--- config.mk ---
export PLATFORM = sky130hd
export DESIGN_NAME = disk_geometry_from_size
export DESIGN_NICKNAME = d
export VERILOG_FILES = /design/src/dgfs_pkg.sv /design/src/dgfs_regs.sv /design/src/dgfs_mod.sv /design/src/dgfs_core.sv /design/src/disk_geometry_from_size.sv
export VERILOG_INCLUDE_DIRS = /design/src /design/src/src
export SDC_FILE = /design/constraint.sdc
export NUM_CORES = 2
export LEC_CHECK = 0
export BUFFER_PORTS_ARGS = -buffer_cell sky130_fd_sc_hd__buf_4
export CORE_AREA = 2 2 299 301
export DETAILED_ROUTE_END_ITERATION = 10
export DIE_AREA = 0 0 301 303
export GPL_TIMING_DRIVEN = 0
export PLACE_DENSITY = 0.61
export SYNTH_ARGS = -nofsm -noshare
export SYNTH_HDL_FRONTEND = slang
export SYNTH_HIERARCHICAL = 1
export SYNTH_SLANG_ARGS = --single-unit
--- constraint.sdc ---
create_clock -name clk_i -period 26.1 [get_ports clk_i]
set_input_delay 1.305 -clock clk_i [delete_from_list [all_inputs] [get_ports clk_i]]
set_output_delay 1.305 -clock clk_i [all_outputs]
set_load 0.03 [all_outputs]
--- src/disk_geometry_from_size_assert.svh ---
// assertion macros for the geometry search rtl
// expects clk_i and rst_ni in the scope of each use
`ifndef DISK_GEOMETRY_FROM_SIZE_ASSERT_SVH
`define DISK_GEOMETRY_FROM_SIZE_ASSERT_SVH
`ifndef NO_ASSERTIONS
`define DGFS_ASSERT(lbl, prop, msg) \
  lbl: assert property (@(posedge clk_i) disable iff (!rst_ni) prop) else $error(msg);
`define DGFS_ASSERT_ALWAYS(lbl, prop, msg) \
  lbl: assert property (@(posedge clk_i) prop) else $error(msg);
`else
`define DGFS_ASSERT(lbl, prop, msg)
`define DGFS_ASSERT_ALWAYS(lbl, prop, msg)
`endif
`endif

--- src/dgfs_pkg.sv ---
// types, constants and helpers for the disk geometry search
// no dependencies
package dgfs_pkg;

  localparam int ChoicesPerList = 4;
  localparam int IdxW  = (ChoicesPerList > 1) ? $clog2(ChoicesPerList) : 1;
  localparam int CntW  = 8;
  localparam int ListW = 32;
  localparam int SecW  = 16;
  localparam int HdrW  = 16;
  localparam int SizeW = 31;
  localparam int TrkW  = 32;
  localparam int ExpW  = 41;
  localparam int MulAW = 32;
  localparam int MulBW = 16;
  localparam int ProdW = MulAW + MulBW;
  localparam int AddrW = 5;
  localparam int DataW = 32;
  localparam int DivSteps = ExpW;
  localparam int StepW = $clog2(DivSteps + 1);

  typedef enum logic [2:0] {
    REG_TRACK  = 3'd0,
    REG_HEAD   = 3'd1,
    REG_SECTOR = 3'd2,
    REG_SECB   = 3'd3,
    REG_HDR    = 3'd4,
    REG_ROUND  = 3'd5
  } reg_idx_e;

  typedef enum logic [3:0] {
    ST_IDLE,
    ST_CHK,
    ST_HS,
    ST_TS,
    ST_EX,
    ST_ADD,
    ST_CMP,
    ST_MOD,
    ST_NEXT,
    ST_DONE
  } state_e;

  typedef struct packed {
    logic [ListW-1:0] track_choices;
    logic [ListW-1:0] head_choices;
    logic [ListW-1:0] sector_choices;
    logic [SecW-1:0]  sector_bytes;
    logic [HdrW-1:0]  header_bytes;
    logic             round_up_tracks;
  } cfg_t;

  typedef struct packed {
    logic            start;
    logic [ExpW-1:0] dividend;
    logic [TrkW-1:0] divisor;
  } mod_req_t;

  typedef struct packed {
    logic busy;
    logic done;
    logic rem_zero;
  } mod_rsp_t;

  function automatic logic [CntW-1:0] pick(input logic [ListW-1:0] list,
                                           input logic [IdxW-1:0] idx);
    logic [CntW-1:0] r;
    r = '0;
    for (int i = 0; i < ListW / CntW; i++) begin
      if (int'(idx) == i) begin
        r = list[i*CntW +: CntW];
      end
    end
    return r;
  endfunction

endpackage

--- src/dgfs_regs.sv ---
// configuration register file with apb-style access
// depends on dgfs_pkg
module dgfs_regs (
  input  logic                      clk_i,
  input  logic                      rst_ni,
  input  logic                      psel,
  input  logic                      penable,
  input  logic                      pwrite,
  input  logic [dgfs_pkg::AddrW-1:0] paddr,
  input  logic [dgfs_pkg::DataW-1:0] pwdata,
  output logic [dgfs_pkg::DataW-1:0] prdata,
  output logic                      pready,
  output dgfs_pkg::cfg_t            cfg_o
);

  dgfs_pkg::cfg_t cfg_q;
  dgfs_pkg::reg_idx_e idx;
  logic wr;

  assign idx    = dgfs_pkg::reg_idx_e'(paddr[dgfs_pkg::AddrW-1:2]);
  assign wr     = psel & penable & pwrite;
  assign pready = 1'b1;
  assign cfg_o  = cfg_q;

  always_ff @(posedge clk_i or negedge rst_ni) begin
    if (!rst_ni) begin
      cfg_q.track_choices   <= '0;
      cfg_q.head_choices    <= '0;
      cfg_q.sector_choices  <= '0;
      cfg_q.sector_bytes    <= dgfs_pkg::SecW'(256);
      cfg_q.header_bytes    <= '0;
      cfg_q.round_up_tracks <= 1'b0;
    end else if (wr) begin
      unique case (idx)
        dgfs_pkg::REG_TRACK:  cfg_q.track_choices   <= pwdata[dgfs_pkg::ListW-1:0];
        dgfs_pkg::REG_HEAD:   cfg_q.head_choices    <= pwdata[dgfs_pkg::ListW-1:0];
        dgfs_pkg::REG_SECTOR: cfg_q.sector_choices  <= pwdata[dgfs_pkg::ListW-1:0];
        dgfs_pkg::REG_SECB:   cfg_q.sector_bytes    <= pwdata[dgfs_pkg::SecW-1:0];
        dgfs_pkg::REG_HDR:    cfg_q.header_bytes    <= pwdata[dgfs_pkg::HdrW-1:0];
        dgfs_pkg::REG_ROUND:  cfg_q.round_up_tracks <= pwdata[0];
        default: ;
      endcase
    end
  end

  always_comb begin
    prdata = '0;
    unique case (idx)
      dgfs_pkg::REG_TRACK:  prdata = dgfs_pkg::DataW'(cfg_q.track_choices);
      dgfs_pkg::REG_HEAD:   prdata = dgfs_pkg::DataW'(cfg_q.head_choices);
      dgfs_pkg::REG_SECTOR: prdata = dgfs_pkg::DataW'(cfg_q.sector_choices);
      dgfs_pkg::REG_SECB:   prdata = dgfs_pkg::DataW'(cfg_q.sector_bytes);
      dgfs_pkg::REG_HDR:    prdata = dgfs_pkg::DataW'(cfg_q.header_bytes);
      dgfs_pkg::REG_ROUND:  prdata = dgfs_pkg::DataW'(cfg_q.round_up_tracks);
      default:              prdata = '0;
    endcase
  end

endmodule

--- src/dgfs_mod.sv ---
// bit-serial restoring remainder unit, one dividend bit per cycle
// depends on dgfs_pkg
module dgfs_mod (
  input  logic               clk_i,
  input  logic               rst_ni,
  input  dgfs_pkg::mod_req_t req_i,
  output dgfs_pkg::mod_rsp_t rsp_o
);

  logic [dgfs_pkg::ExpW-1:0]  dvd_q, dvd_d;
  logic [dgfs_pkg::TrkW-1:0]  dvs_q, dvs_d;
  logic [dgfs_pkg::TrkW-1:0]  rem_q, rem_d;
  logic [dgfs_pkg::StepW-1:0] cnt_q, cnt_d;
  logic                       busy_q, busy_d;
  logic                       done_q, done_d;
  logic [dgfs_pkg::TrkW:0]    sh;
  logic [dgfs_pkg::TrkW:0]    diff;

  assign sh   = {rem_q, dvd_q[dgfs_pkg::ExpW-1]};
  assign diff = sh - {1'b0, dvs_q};

  always_comb begin
    dvd_d  = dvd_q;
    dvs_d  = dvs_q;
    rem_d  = rem_q;
    cnt_d  = cnt_q;
    busy_d = busy_q;
    done_d = 1'b0;
    if (req_i.start) begin
      dvd_d  = req_i.dividend;
      dvs_d  = req_i.divisor;
      rem_d  = '0;
      cnt_d  = dgfs_pkg::StepW'(dgfs_pkg::DivSteps);
      busy_d = 1'b1;
    end else if (busy_q) begin
      dvd_d = dvd_q << 1;
      rem_d = diff[dgfs_pkg::TrkW] ? sh[dgfs_pkg::TrkW-1:0] : diff[dgfs_pkg::TrkW-1:0];
      cnt_d = cnt_q - 1'b1;
      if (cnt_q == dgfs_pkg::StepW'(1)) begin
        busy_d = 1'b0;
        done_d = 1'b1;
      end
    end
  end

  always_ff @(posedge clk_i or negedge rst_ni) begin
    if (!rst_ni) begin
      busy_q <= 1'b0;
      done_q <= 1'b0;
      cnt_q  <= '0;
    end else begin
      busy_q <= busy_d;
      done_q <= done_d;
      cnt_q  <= cnt_d;
    end
  end

  always_ff @(posedge clk_i) begin
    dvd_q <= dvd_d;
    dvs_q <= dvs_d;
    rem_q <= rem_d;
  end

  assign rsp_o.busy     = busy_q;
  assign rsp_o.done     = done_q;
  assign rsp_o.rem_zero = (rem_q == '0);

endmodule

--- src/dgfs_core.sv ---
// search sequencer with the shared multiplier and result register
// depends on dgfs_pkg, dgfs_mod and the assertion header
`include "disk_geometry_from_size_assert.svh"
module dgfs_core (
  input  logic                        clk_i,
  input  logic                        rst_ni,
  input  dgfs_pkg::cfg_t              cfg_i,
  input  logic                        in_valid_i,
  output logic                        in_stall_o,
  input  logic [dgfs_pkg::SizeW-1:0]  image_size_i,
  output logic                        out_valid_o,
  input  logic                        out_stall_i,
  output logic                        found_o,
  output logic [dgfs_pkg::CntW-1:0]   track_count_o,
  output logic [dgfs_pkg::CntW-1:0]   head_count_o,
  output logic [dgfs_pkg::CntW-1:0]   sector_count_o
);

  localparam logic [dgfs_pkg::IdxW-1:0] Last = dgfs_pkg::IdxW'(dgfs_pkg::ChoicesPerList - 1);

  dgfs_pkg::state_e state_q, state_d;
  logic [dgfs_pkg::IdxW-1:0]  ti_q, ti_d, hi_q, hi_d, si_q, si_d;
  logic [dgfs_pkg::SizeW-1:0] size_q, size_d;
  logic [dgfs_pkg::ExpW-1:0]  acc_q, acc_d;
  logic [dgfs_pkg::TrkW-1:0]  ts_q, ts_d;
  logic                       hit_q, hit_d;
  logic                       out_valid_q, out_valid_d;
  logic                       found_q, found_d;
  logic [dgfs_pkg::CntW-1:0]  trk_q, trk_d, hd_q, hd_d, sec_q, sec_d;

  logic [dgfs_pkg::CntW-1:0]  t_cur, h_cur, s_cur;
  logic [dgfs_pkg::MulAW-1:0] mul_a;
  logic [dgfs_pkg::MulBW-1:0] mul_b;
  logic [dgfs_pkg::ProdW-1:0] prod;
  logic [dgfs_pkg::ExpW-1:0]  size_ext;
  dgfs_pkg::mod_req_t         mod_req;
  dgfs_pkg::mod_rsp_t         mod_rsp;

  assign t_cur    = dgfs_pkg::pick(cfg_i.track_choices, ti_q);
  assign h_cur    = dgfs_pkg::pick(cfg_i.head_choices, hi_q);
  assign s_cur    = dgfs_pkg::pick(cfg_i.sector_choices, si_q);
  assign size_ext = dgfs_pkg::ExpW'(size_q);
  assign prod     = dgfs_pkg::ProdW'(mul_a) * dgfs_pkg::ProdW'(mul_b);

  dgfs_mod u_mod (
    .clk_i  (clk_i),
    .rst_ni (rst_ni),
    .req_i  (mod_req),
    .rsp_o  (mod_rsp)
  );

  // shared multiplier operand select
  always_comb begin
    mul_a = '0;
    mul_b = '0;
    case (state_q)
      dgfs_pkg::ST_HS: begin
        mul_a = dgfs_pkg::MulAW'(h_cur);
        mul_b = dgfs_pkg::MulBW'(s_cur);
      end
      dgfs_pkg::ST_TS: begin
        mul_a = acc_q[dgfs_pkg::MulAW-1:0];
        mul_b = cfg_i.sector_bytes;
      end
      dgfs_pkg::ST_EX: begin
        mul_a = ts_q;
        mul_b = dgfs_pkg::MulBW'(t_cur);
      end
      default: ;
    endcase
  end

  always_comb begin
    state_d     = state_q;
    ti_d        = ti_q;
    hi_d        = hi_q;
    si_d        = si_q;
    size_d      = size_q;
    acc_d       = acc_q;
    ts_d        = ts_q;
    hit_d       = hit_q;
    out_valid_d = out_valid_q;
    found_d     = found_q;
    trk_d       = trk_q;
    hd_d        = hd_q;
    sec_d       = sec_q;
    mod_req     = '0;

    if (out_valid_q && !out_stall_i) begin
      out_valid_d = 1'b0;
    end

    unique case (state_q)
      dgfs_pkg::ST_IDLE: begin
        if (in_valid_i) begin
          size_d  = image_size_i;
          ti_d    = '0;
          hi_d    = '0;
          si_d    = '0;
          hit_d   = 1'b0;
          state_d = dgfs_pkg::ST_CHK;
        end
      end
      dgfs_pkg::ST_CHK: begin
        if (t_cur == '0) begin
          state_d = dgfs_pkg::ST_DONE;
        end else if (h_cur == '0) begin
          hi_d    = Last;
          si_d    = Last;
          state_d = dgfs_pkg::ST_NEXT;
        end else if (s_cur == '0) begin
          si_d    = Last;
          state_d = dgfs_pkg::ST_NEXT;
        end else begin
          state_d = dgfs_pkg::ST_HS;
        end
      end
      dgfs_pkg::ST_HS: begin
        acc_d   = prod[dgfs_pkg::ExpW-1:0];
        state_d = dgfs_pkg::ST_TS;
      end
      dgfs_pkg::ST_TS: begin
        ts_d    = prod[dgfs_pkg::TrkW-1:0];
        state_d = dgfs_pkg::ST_EX;
      end
      dgfs_pkg::ST_EX: begin
        acc_d   = prod[dgfs_pkg::ExpW-1:0];
        state_d = dgfs_pkg::ST_ADD;
      end
      dgfs_pkg::ST_ADD: begin
        acc_d   = acc_q + dgfs_pkg::ExpW'(cfg_i.header_bytes);
        state_d = dgfs_pkg::ST_CMP;
      end
      dgfs_pkg::ST_CMP: begin
        if (acc_q == size_ext) begin
          hit_d   = 1'b1;
          state_d = dgfs_pkg::ST_DONE;
        end else if (cfg_i.round_up_tracks && (acc_q > size_ext) && (ts_q != '0)) begin
          mod_req.start    = 1'b1;
          mod_req.dividend = acc_q - size_ext;
          mod_req.divisor  = ts_q;
          state_d          = dgfs_pkg::ST_MOD;
        end else begin
          state_d = dgfs_pkg::ST_NEXT;
        end
      end
      dgfs_pkg::ST_MOD: begin
        if (mod_rsp.done) begin
          if (mod_rsp.rem_zero) begin
            hit_d   = 1'b1;
            state_d = dgfs_pkg::ST_DONE;
          end else begin
            state_d = dgfs_pkg::ST_NEXT;
          end
        end
      end
      dgfs_pkg::ST_NEXT: begin
        state_d = dgfs_pkg::ST_CHK;
        if (si_q != Last) begin
          si_d = si_q + 1'b1;
        end else begin
          si_d = '0;
          if (hi_q != Last) begin
            hi_d = hi_q + 1'b1;
          end else begin
            hi_d = '0;
            if (ti_q != Last) begin
              ti_d = ti_q + 1'b1;
            end else begin
              state_d = dgfs_pkg::ST_DONE;
            end
          end
        end
      end
      dgfs_pkg::ST_DONE: begin
        if (!out_valid_q || !out_stall_i) begin
          out_valid_d = 1'b1;
          found_d     = hit_q;
          trk_d       = hit_q ? t_cur : '0;
          hd_d        = hit_q ? h_cur : '0;
          sec_d       = hit_q ? s_cur : '0;
          state_d     = dgfs_pkg::ST_IDLE;
        end
      end
      default: state_d = dgfs_pkg::ST_IDLE;
    endcase
  end

  always_ff @(posedge clk_i or negedge rst_ni) begin
    if (!rst_ni) begin
      state_q     <= dgfs_pkg::ST_IDLE;
      out_valid_q <= 1'b0;
      ti_q        <= '0;
      hi_q        <= '0;
      si_q        <= '0;
      hit_q       <= 1'b0;
    end else begin
      state_q     <= state_d;
      out_valid_q <= out_valid_d;
      ti_q        <= ti_d;
      hi_q        <= hi_d;
      si_q        <= si_d;
      hit_q       <= hit_d;
    end
  end

  always_ff @(posedge clk_i) begin
    size_q  <= size_d;
    acc_q   <= acc_d;
    ts_q    <= ts_d;
    found_q <= found_d;
    trk_q   <= trk_d;
    hd_q    <= hd_d;
    sec_q   <= sec_d;
  end

  assign in_stall_o     = (state_q != dgfs_pkg::ST_IDLE);
  assign out_valid_o    = out_valid_q;
  assign found_o        = found_q;
  assign track_count_o  = trk_q;
  assign head_count_o   = hd_q;
  assign sector_count_o = sec_q;

  `DGFS_ASSERT(a_hit_counts, out_valid_q && found_q |-> (trk_q != '0) && (hd_q != '0) && (sec_q != '0), "found result with a zero count")
  `DGFS_ASSERT(a_miss_counts, out_valid_q && !found_q |-> (trk_q == '0) && (hd_q == '0) && (sec_q == '0), "failed search with nonzero counts")
  `DGFS_ASSERT(a_mod_live, state_q == dgfs_pkg::ST_MOD |-> mod_rsp.busy || mod_rsp.done, "waiting on idle remainder unit")
  `DGFS_ASSERT(a_mod_start, mod_req.start |-> state_q == dgfs_pkg::ST_CMP && !mod_rsp.busy, "remainder unit started out of turn")

endmodule

--- src/disk_geometry_from_size.sv ---
// disk geometry search from image size: top level
// depends on dgfs_pkg, dgfs_regs, dgfs_core
//
// usage:
//   configure track, head and sector candidate lists (four 8-bit counts each,
//   low byte first, a zero byte ends a list), sector size, header size and
//   round-up mode over the apb-style port; registers at byte address 4*i
//   input channel: image_size_i with in_valid_i / in_stall_o; one transfer
//   starts one search, and in_stall_o stays high until the search has ended
//   output channel: found_o and the three counts with out_valid_o /
//   out_stall_i; exactly one result per input transfer, held in an output
//   register while the receiver stalls; a new input is taken meanwhile
//   sequence: each candidate passes through check, three multiplier passes,
//   header add, compare and advance, and round-up mode may add a run of the
//   41-step bit-serial remainder unit; an empty track list goes from check
//   straight to the result, which is registered before the next input is taken
//   reset: registers return to empty lists, 256-byte sectors, no header,
//   exact match only; no search in flight and no result pending
module disk_geometry_from_size (
  input  logic                        clk_i,
  input  logic                        rst_ni,
  input  logic                        psel,
  input  logic                        penable,
  input  logic                        pwrite,
  input  logic [dgfs_pkg::AddrW-1:0]  paddr,
  input  logic [dgfs_pkg::DataW-1:0]  pwdata,
  output logic [dgfs_pkg::DataW-1:0]  prdata,
  output logic                        pready,
  input  logic                        in_valid_i,
  output logic                        in_stall_o,
  input  logic [dgfs_pkg::SizeW-1:0]  image_size_i,
  output logic                        out_valid_o,
  input  logic                        out_stall_i,
  output logic                        found_o,
  output logic [dgfs_pkg::CntW-1:0]   track_count_o,
  output logic [dgfs_pkg::CntW-1:0]   head_count_o,
  output logic [dgfs_pkg::CntW-1:0]   sector_count_o
);

  dgfs_pkg::cfg_t cfg;

  dgfs_regs u_regs (
    .clk_i   (clk_i),
    .rst_ni  (rst_ni),
    .psel    (psel),
    .penable (penable),
    .pwrite  (pwrite),
    .paddr   (paddr),
    .pwdata  (pwdata),
    .prdata  (prdata),
    .pready  (pready),
    .cfg_o   (cfg)
  );

  dgfs_core u_core (
    .clk_i          (clk_i),
    .rst_ni         (rst_ni),
    .cfg_i          (cfg),
    .in_valid_i     (in_valid_i),
    .in_stall_o     (in_stall_o),
    .image_size_i   (image_size_i),
    .out_valid_o    (out_valid_o),
    .out_stall_i    (out_stall_i),
    .found_o        (found_o),
    .track_count_o  (track_count_o),
    .head_count_o   (head_count_o),
    .sector_count_o (sector_count_o)
  );

endmodule
Word-level counts from Yosys, hierarchy flattened
Index checks and enable logic that the tools add are counted.
- register bits after elaboration: 383
- $mul: 1
- add/sub/neg operators: 7
- reduce and logical (&&, ||, !) cells: 37
- $lt $le $gt $ge: 1
- eq/ne operators: 39
- bitwise gates (word level): 4
- mux-type cells: 66
- operator list (kind ; count):
    two-way mux 74 bit ; 3
    one-hot mux 32 bit (6 select lines) ; 1
    two-way mux 8 bit ; 12
    one-hot mux 32 bit (3 select lines) ; 1
    two-way mux 41 bit ; 2
    one-hot mux 41 bit (2 select lines) ; 1
    one-hot mux 16 bit (3 select lines) ; 1
    two-way mux 4 bit ; 11
    adder 41 x 16 -> 41 bit ; 1
    equality test 41 x 31 -> 1 bit ; 1
    > comparator 41 x 31 -> 1 bit ; 1
    multiplier 32 x 16 -> 41 bit ; 1
    subtractor 41 x 31 -> 41 bit ; 1
    one-hot mux 4 bit (10 select lines) ; 1
    subtractor 33 x 32 -> 33 bit ; 1
    zero test 32 bit ; 1
    two-way mux 32 bit ; 1
    nonzero test 32 bit ; 1
    zero test 8 bit ; 3
    two-way mux 2 bit ; 12
    equality test 4 x 3 -> 1 bit, second input constant ; 4
    inequality test 2 bit, second input constant ; 8
    AND reduction 2 bit ; 8
    AND reduction 5 bit ; 3
    33 further kinds ; 75

Logic depth before layout (Yosys ltp)
- depth after elaboration: 10
- mapped depth: 34

By module
Netlist, hierarchy kept.
- by module, submodules not included (module ; area each (um^2) ; cells an instance ; instances):
    dgfs_core ; 25249.2 ; 2883 ; 1
    dgfs_mod ; 6408.6 ; 603 ; 1
    dgfs_regs ; 5939.4 ; 434 ; 1

Worst setup path before layout
No wires, ideal clock.
- path type: register to register
- start: register u_core.state_q[3]
- end: register u_core/acc_q[39] in the netlist's numbering, data pin
- data arrival time: 8.440 ns
- setup time: 0.262 ns
- stages on the path, launching flop included: 29
- clock period less this slack: 8.703 ns
- slack: 17.397 ns
- required time: 25.838 ns
- buffers on the path: 6
- cells stage by stage: dfrtp_1 -> nor2_1 -> and3_1 -> clkbuf_1 -> buf_2 -> buf_1 -> clkbuf_1 -> buf_1 -> nand2_1 -> clkbuf_1 -> nor2_1 -> fa_1 -> fa_1 -> fa_1 -> fa_1 -> fa_1 -> inv_1 -> fa_1 -> inv_1 -> ha_1 -> and3_1 -> a221oi_1 -> o2111ai_1 -> nand2_1 -> o211a_1 -> o311ai_1 -> a221o_1 -> o41ai_1 -> nor2_1
- longest elaborated chain between the ends: 4
- elaborated cells on any way between the ends: 9
- those cells by class: mul (1); eq/ne (4); mux (3); reduce/logical (1)
- ends and longest elaborated chain (item ; RTL line ; text):
    from (decl) ; dgfs_core.sv:21 ; dgfs_pkg::state_e state_q, state_d;
    from (signal assigned) ; dgfs_core.sv:191 ; state_q <= dgfs_pkg::ST_IDLE;
    from (signal assigned) ; dgfs_core.sv:198 ; state_q <= state_d;
    equality test 4 x 3 -> 1 bit, or another cell as far along ; dgfs_core.sv:56, dgfs_core.sv:93 ;
    one-hot mux 32 bit (3 select lines) / one-hot mux 16 bit (3 select lines) (equally long branches) ; dgfs_core.sv:56 ; case (state_q)
    multiplier 32 x 16 -> 41 bit ; dgfs_core.sv:43 ; assign prod = dgfs_pkg::ProdW'(mul_a) * dgfs_pkg::ProdW'(mul_b);
    one-hot mux 41 bit (2 select lines) (*) ; dgfs_core.sv:93 ; unique case (state_q)
    via u_core.acc_d, one bit ; dgfs_core.sv:24 ; logic [dgfs_pkg::ExpW-1:0] acc_q, acc_d;
    to (signal assigned) ; dgfs_core.sv:209 ; acc_q <= acc_d;
    to (decl) ; dgfs_core.sv:24 ;
The timed path passes the listed nets; every way through them passes the cells marked *.
A chain may end at the register's enable or synchronous reset.

Worst setup path after layout
- start: register u_core.state_q[3]
- end: register u_core/acc_q[40] in the netlist's numbering, data pin
The elaborated chain is that of the path after synthesis.

==> flow_summary.ini <==
[power_and_ir_drop]
cellLeakagePower_nw = 17.5
p_seq_frac = 0.294
power_w = 0.00358
power_switching_w = 0.00172
ir_drop_v = 0.0000699
power.internal_w = 0.00187
swShare = 0.479
clockPowerShare = 0.169
power_density_mw_per_mm2 = 86.3
combinationalPowerShare = 0.537

[grt]
grt_pass1_vias = 30508
gr-total-overflow = 0
grt_pass1_wl_mm = 190
grt_start_max_net_pins = 81
grt.total_usage = 0.277
antenna_found_initial = 1

[worst_setup_path]
cp_common_cell = fa_1
cp_max_fo = 10
cpMaxStageDelayCell = clkbuf_1
endpoint_kind = flop
rrSetupSlack_ns = 14.64
worst_ep_arrival_time_ns = 11.75
crit_buf_inv = 9
crit_required_ns = 26.39
start_kind = flop
critPathMaxStageDelay_ns = 0.76
setup.worst_path.class = flop to flop
crit_family = adder cells

[clocking]
clock-root-buffer = clkbuf_16
clockBufferDepth = 3
cts_tree = done
insertion_delay_ns = 0.58
ctsResizeCount = 0
postCtsSetupBuffers = 0
clkTransAtPathRegs_ns = 0.07
cts_buffers = 41
clkSinkCount = 383
cts_hold_buf = 0
h-tree-depth = 2

[logic_synthesis]
synth_area_per_cell_sq_um = 9.59
yosys_warnings = 6
synth_area_sq_mm = 0.0376
synth_cells = 3919
syn-num-nets = 4577

[route]
drt-total-wl_mm = 125
firstDrtPassIters = 6
wire_per_inst_um = 23.6
ant_nets = 1
drc_errors = 0
vias = 30111
via_per_inst = 5.68
detail_route.iter0.violations = 2872

[hold_path]
hold_class = flop to flop

[place]
io_buffers = 130
gp_congestion = 0.958
hpwl_mm = 101

[floorplan]
num_io_pins = 135
die_h_um = 303
dieArea_sq_mm = 0.0912
core_sq_mm = 0.0880
start_util = 0.427
num_rows = 109
die_x_um = 301

[sta]
hold_viol = 0
max_freq_ghz = 0.0873
rsz0062_at_grt = false
setup_viol = 0
clock-skew-final_ns = 0.0293
finalSetupTns_ns = 0
finalCritPeriodShare = 0.439
drv_slew = 0
slew_headroom = 0.0154
period_minus_slack_ns = 11.46
worst_slew_pin_slew_ns = 1.48

[final_layout]
nNetsFinal = 4758
syn2layout_area_growth_pct = 10.5
drive_above_1_share = 0.125
fill_cells = 8458

[outcome]
outcome = complete, but fails checks
violations = antenna rules

[run]
maxCapViolCount = 0
-- power by group through the flow --
stage          registers (W)  logic, W  clock network (W)
2_1_floorplan       0.000962   0.00128                  0
3_3_place_gp         0.00107   0.00185                  0
3_5_place_dp         0.00106   0.00187                  0
4_1_cts              0.00105   0.00188           0.000615
5_1_grt              0.00107   0.00207           0.000640
6_report             0.00105   0.00193           0.000605
-- flip-flops by register name, indices dropped and copies added (netlist names), 8 cells and up --
register and count:
u_core/u_mod/dvs_q 32, u_core/head_count_o 8, u_regs/cfg_o 129, u_core/ts_q 32
u_core/sector_count_o 8, u_core/size_q 31, u_core/track_count_o 8, u_core/u_mod/rem_q 32
u_core/acc_q 41, u_core/u_mod/dvd_q 41
-- cells in the final DEF (no fill, tap or decap), types with 44 or more instances in the layout --
| cell | count |
|---|---|
| xnor2_1 | 78 |
| fa_1 | 402 |
| nand2b_1 | 49 |
| xor2_1 | 59 |
| mux2i_1 | 50 |
| a21oi_1 | 155 |
| edfxtp_1 | 202 |
| clkbuf_16 | 44 |
| o21ai_0 | 111 |
| mux2_2 | 194 |
| a211oi_1 | 48 |
| inv_1 | 542 |
| nand2_1 | 410 |
| dfrtp_1 | 148 |
| clkbuf_1 | 148 |
| buf_4 | 145 |
| nor2_1 | 397 |
| ha_1 | 181 |
| nor2b_1 | 71 |
-- metal layers --
metal / track usage / wire [um]
met3: 0.0488 / 10900
met4: 0.110 / 5620
met5: 0 / 0
met2: 0.441 / 57100
met1: 0.376 / 51700
-- per-stage QoR --
step	std cells	instance area, sq um	worst slack [ns]	util	hold WS (ns)
4_1_cts	5296	41500	15.01	0.472	0.515
2_1_floorplan	3919	37600	17.40	-	0.468
6_report	5304	41500	14.64	0.472	0.518
3_5_place_dp	5220	40200	15.02	0.456	0.506
5_1_grt	5298	41500	14.25	0.472	0.537
3_3_place_gp	5214	40000	14.09	0.455	0.499
-- layout make-up --
class	instances	area [sq um]	share of cell area
multi-input cells	2800	24300	0.584
flip-flops and latches	383	10400	0.251
inverters	547	2060	0.0495
well taps	1165	1460	0.0351
clock buffers	56	1170	0.0281
repair buffers	138	1090	0.0262
plain buffers	189	875	0.0211
clock inverters	20	188	0.00452
diodes	6	15.0	0.000361
-- worst paths after layout --
kind                                       start                     to  cells after the start
setup / recovery               u_core/state_q[3]       u_core/acc_q[40]                     29
hold / removal             u_core/u_mod/rem_q[1]  u_core/u_mod/rem_q[1]                      2
setup reg to reg               u_core/state_q[3]       u_core/acc_q[40]                     29
hold reg to reg            u_core/u_mod/rem_q[1]  u_core/u_mod/rem_q[1]                      2
max in group asynchronous                 rst_ni    u_core/u_mod/busy_q                      2
min in group asynchronous                 rst_ni       u_regs/cfg_o[52]                      1
-- worst min-delay path: stages, from the launching register on --
cell and delay (ns):
dfxtp_1 0.34, nand2_1 0.06, o21ai_0 0.06
No activity file was read; power rests on OpenSTA's default activity.
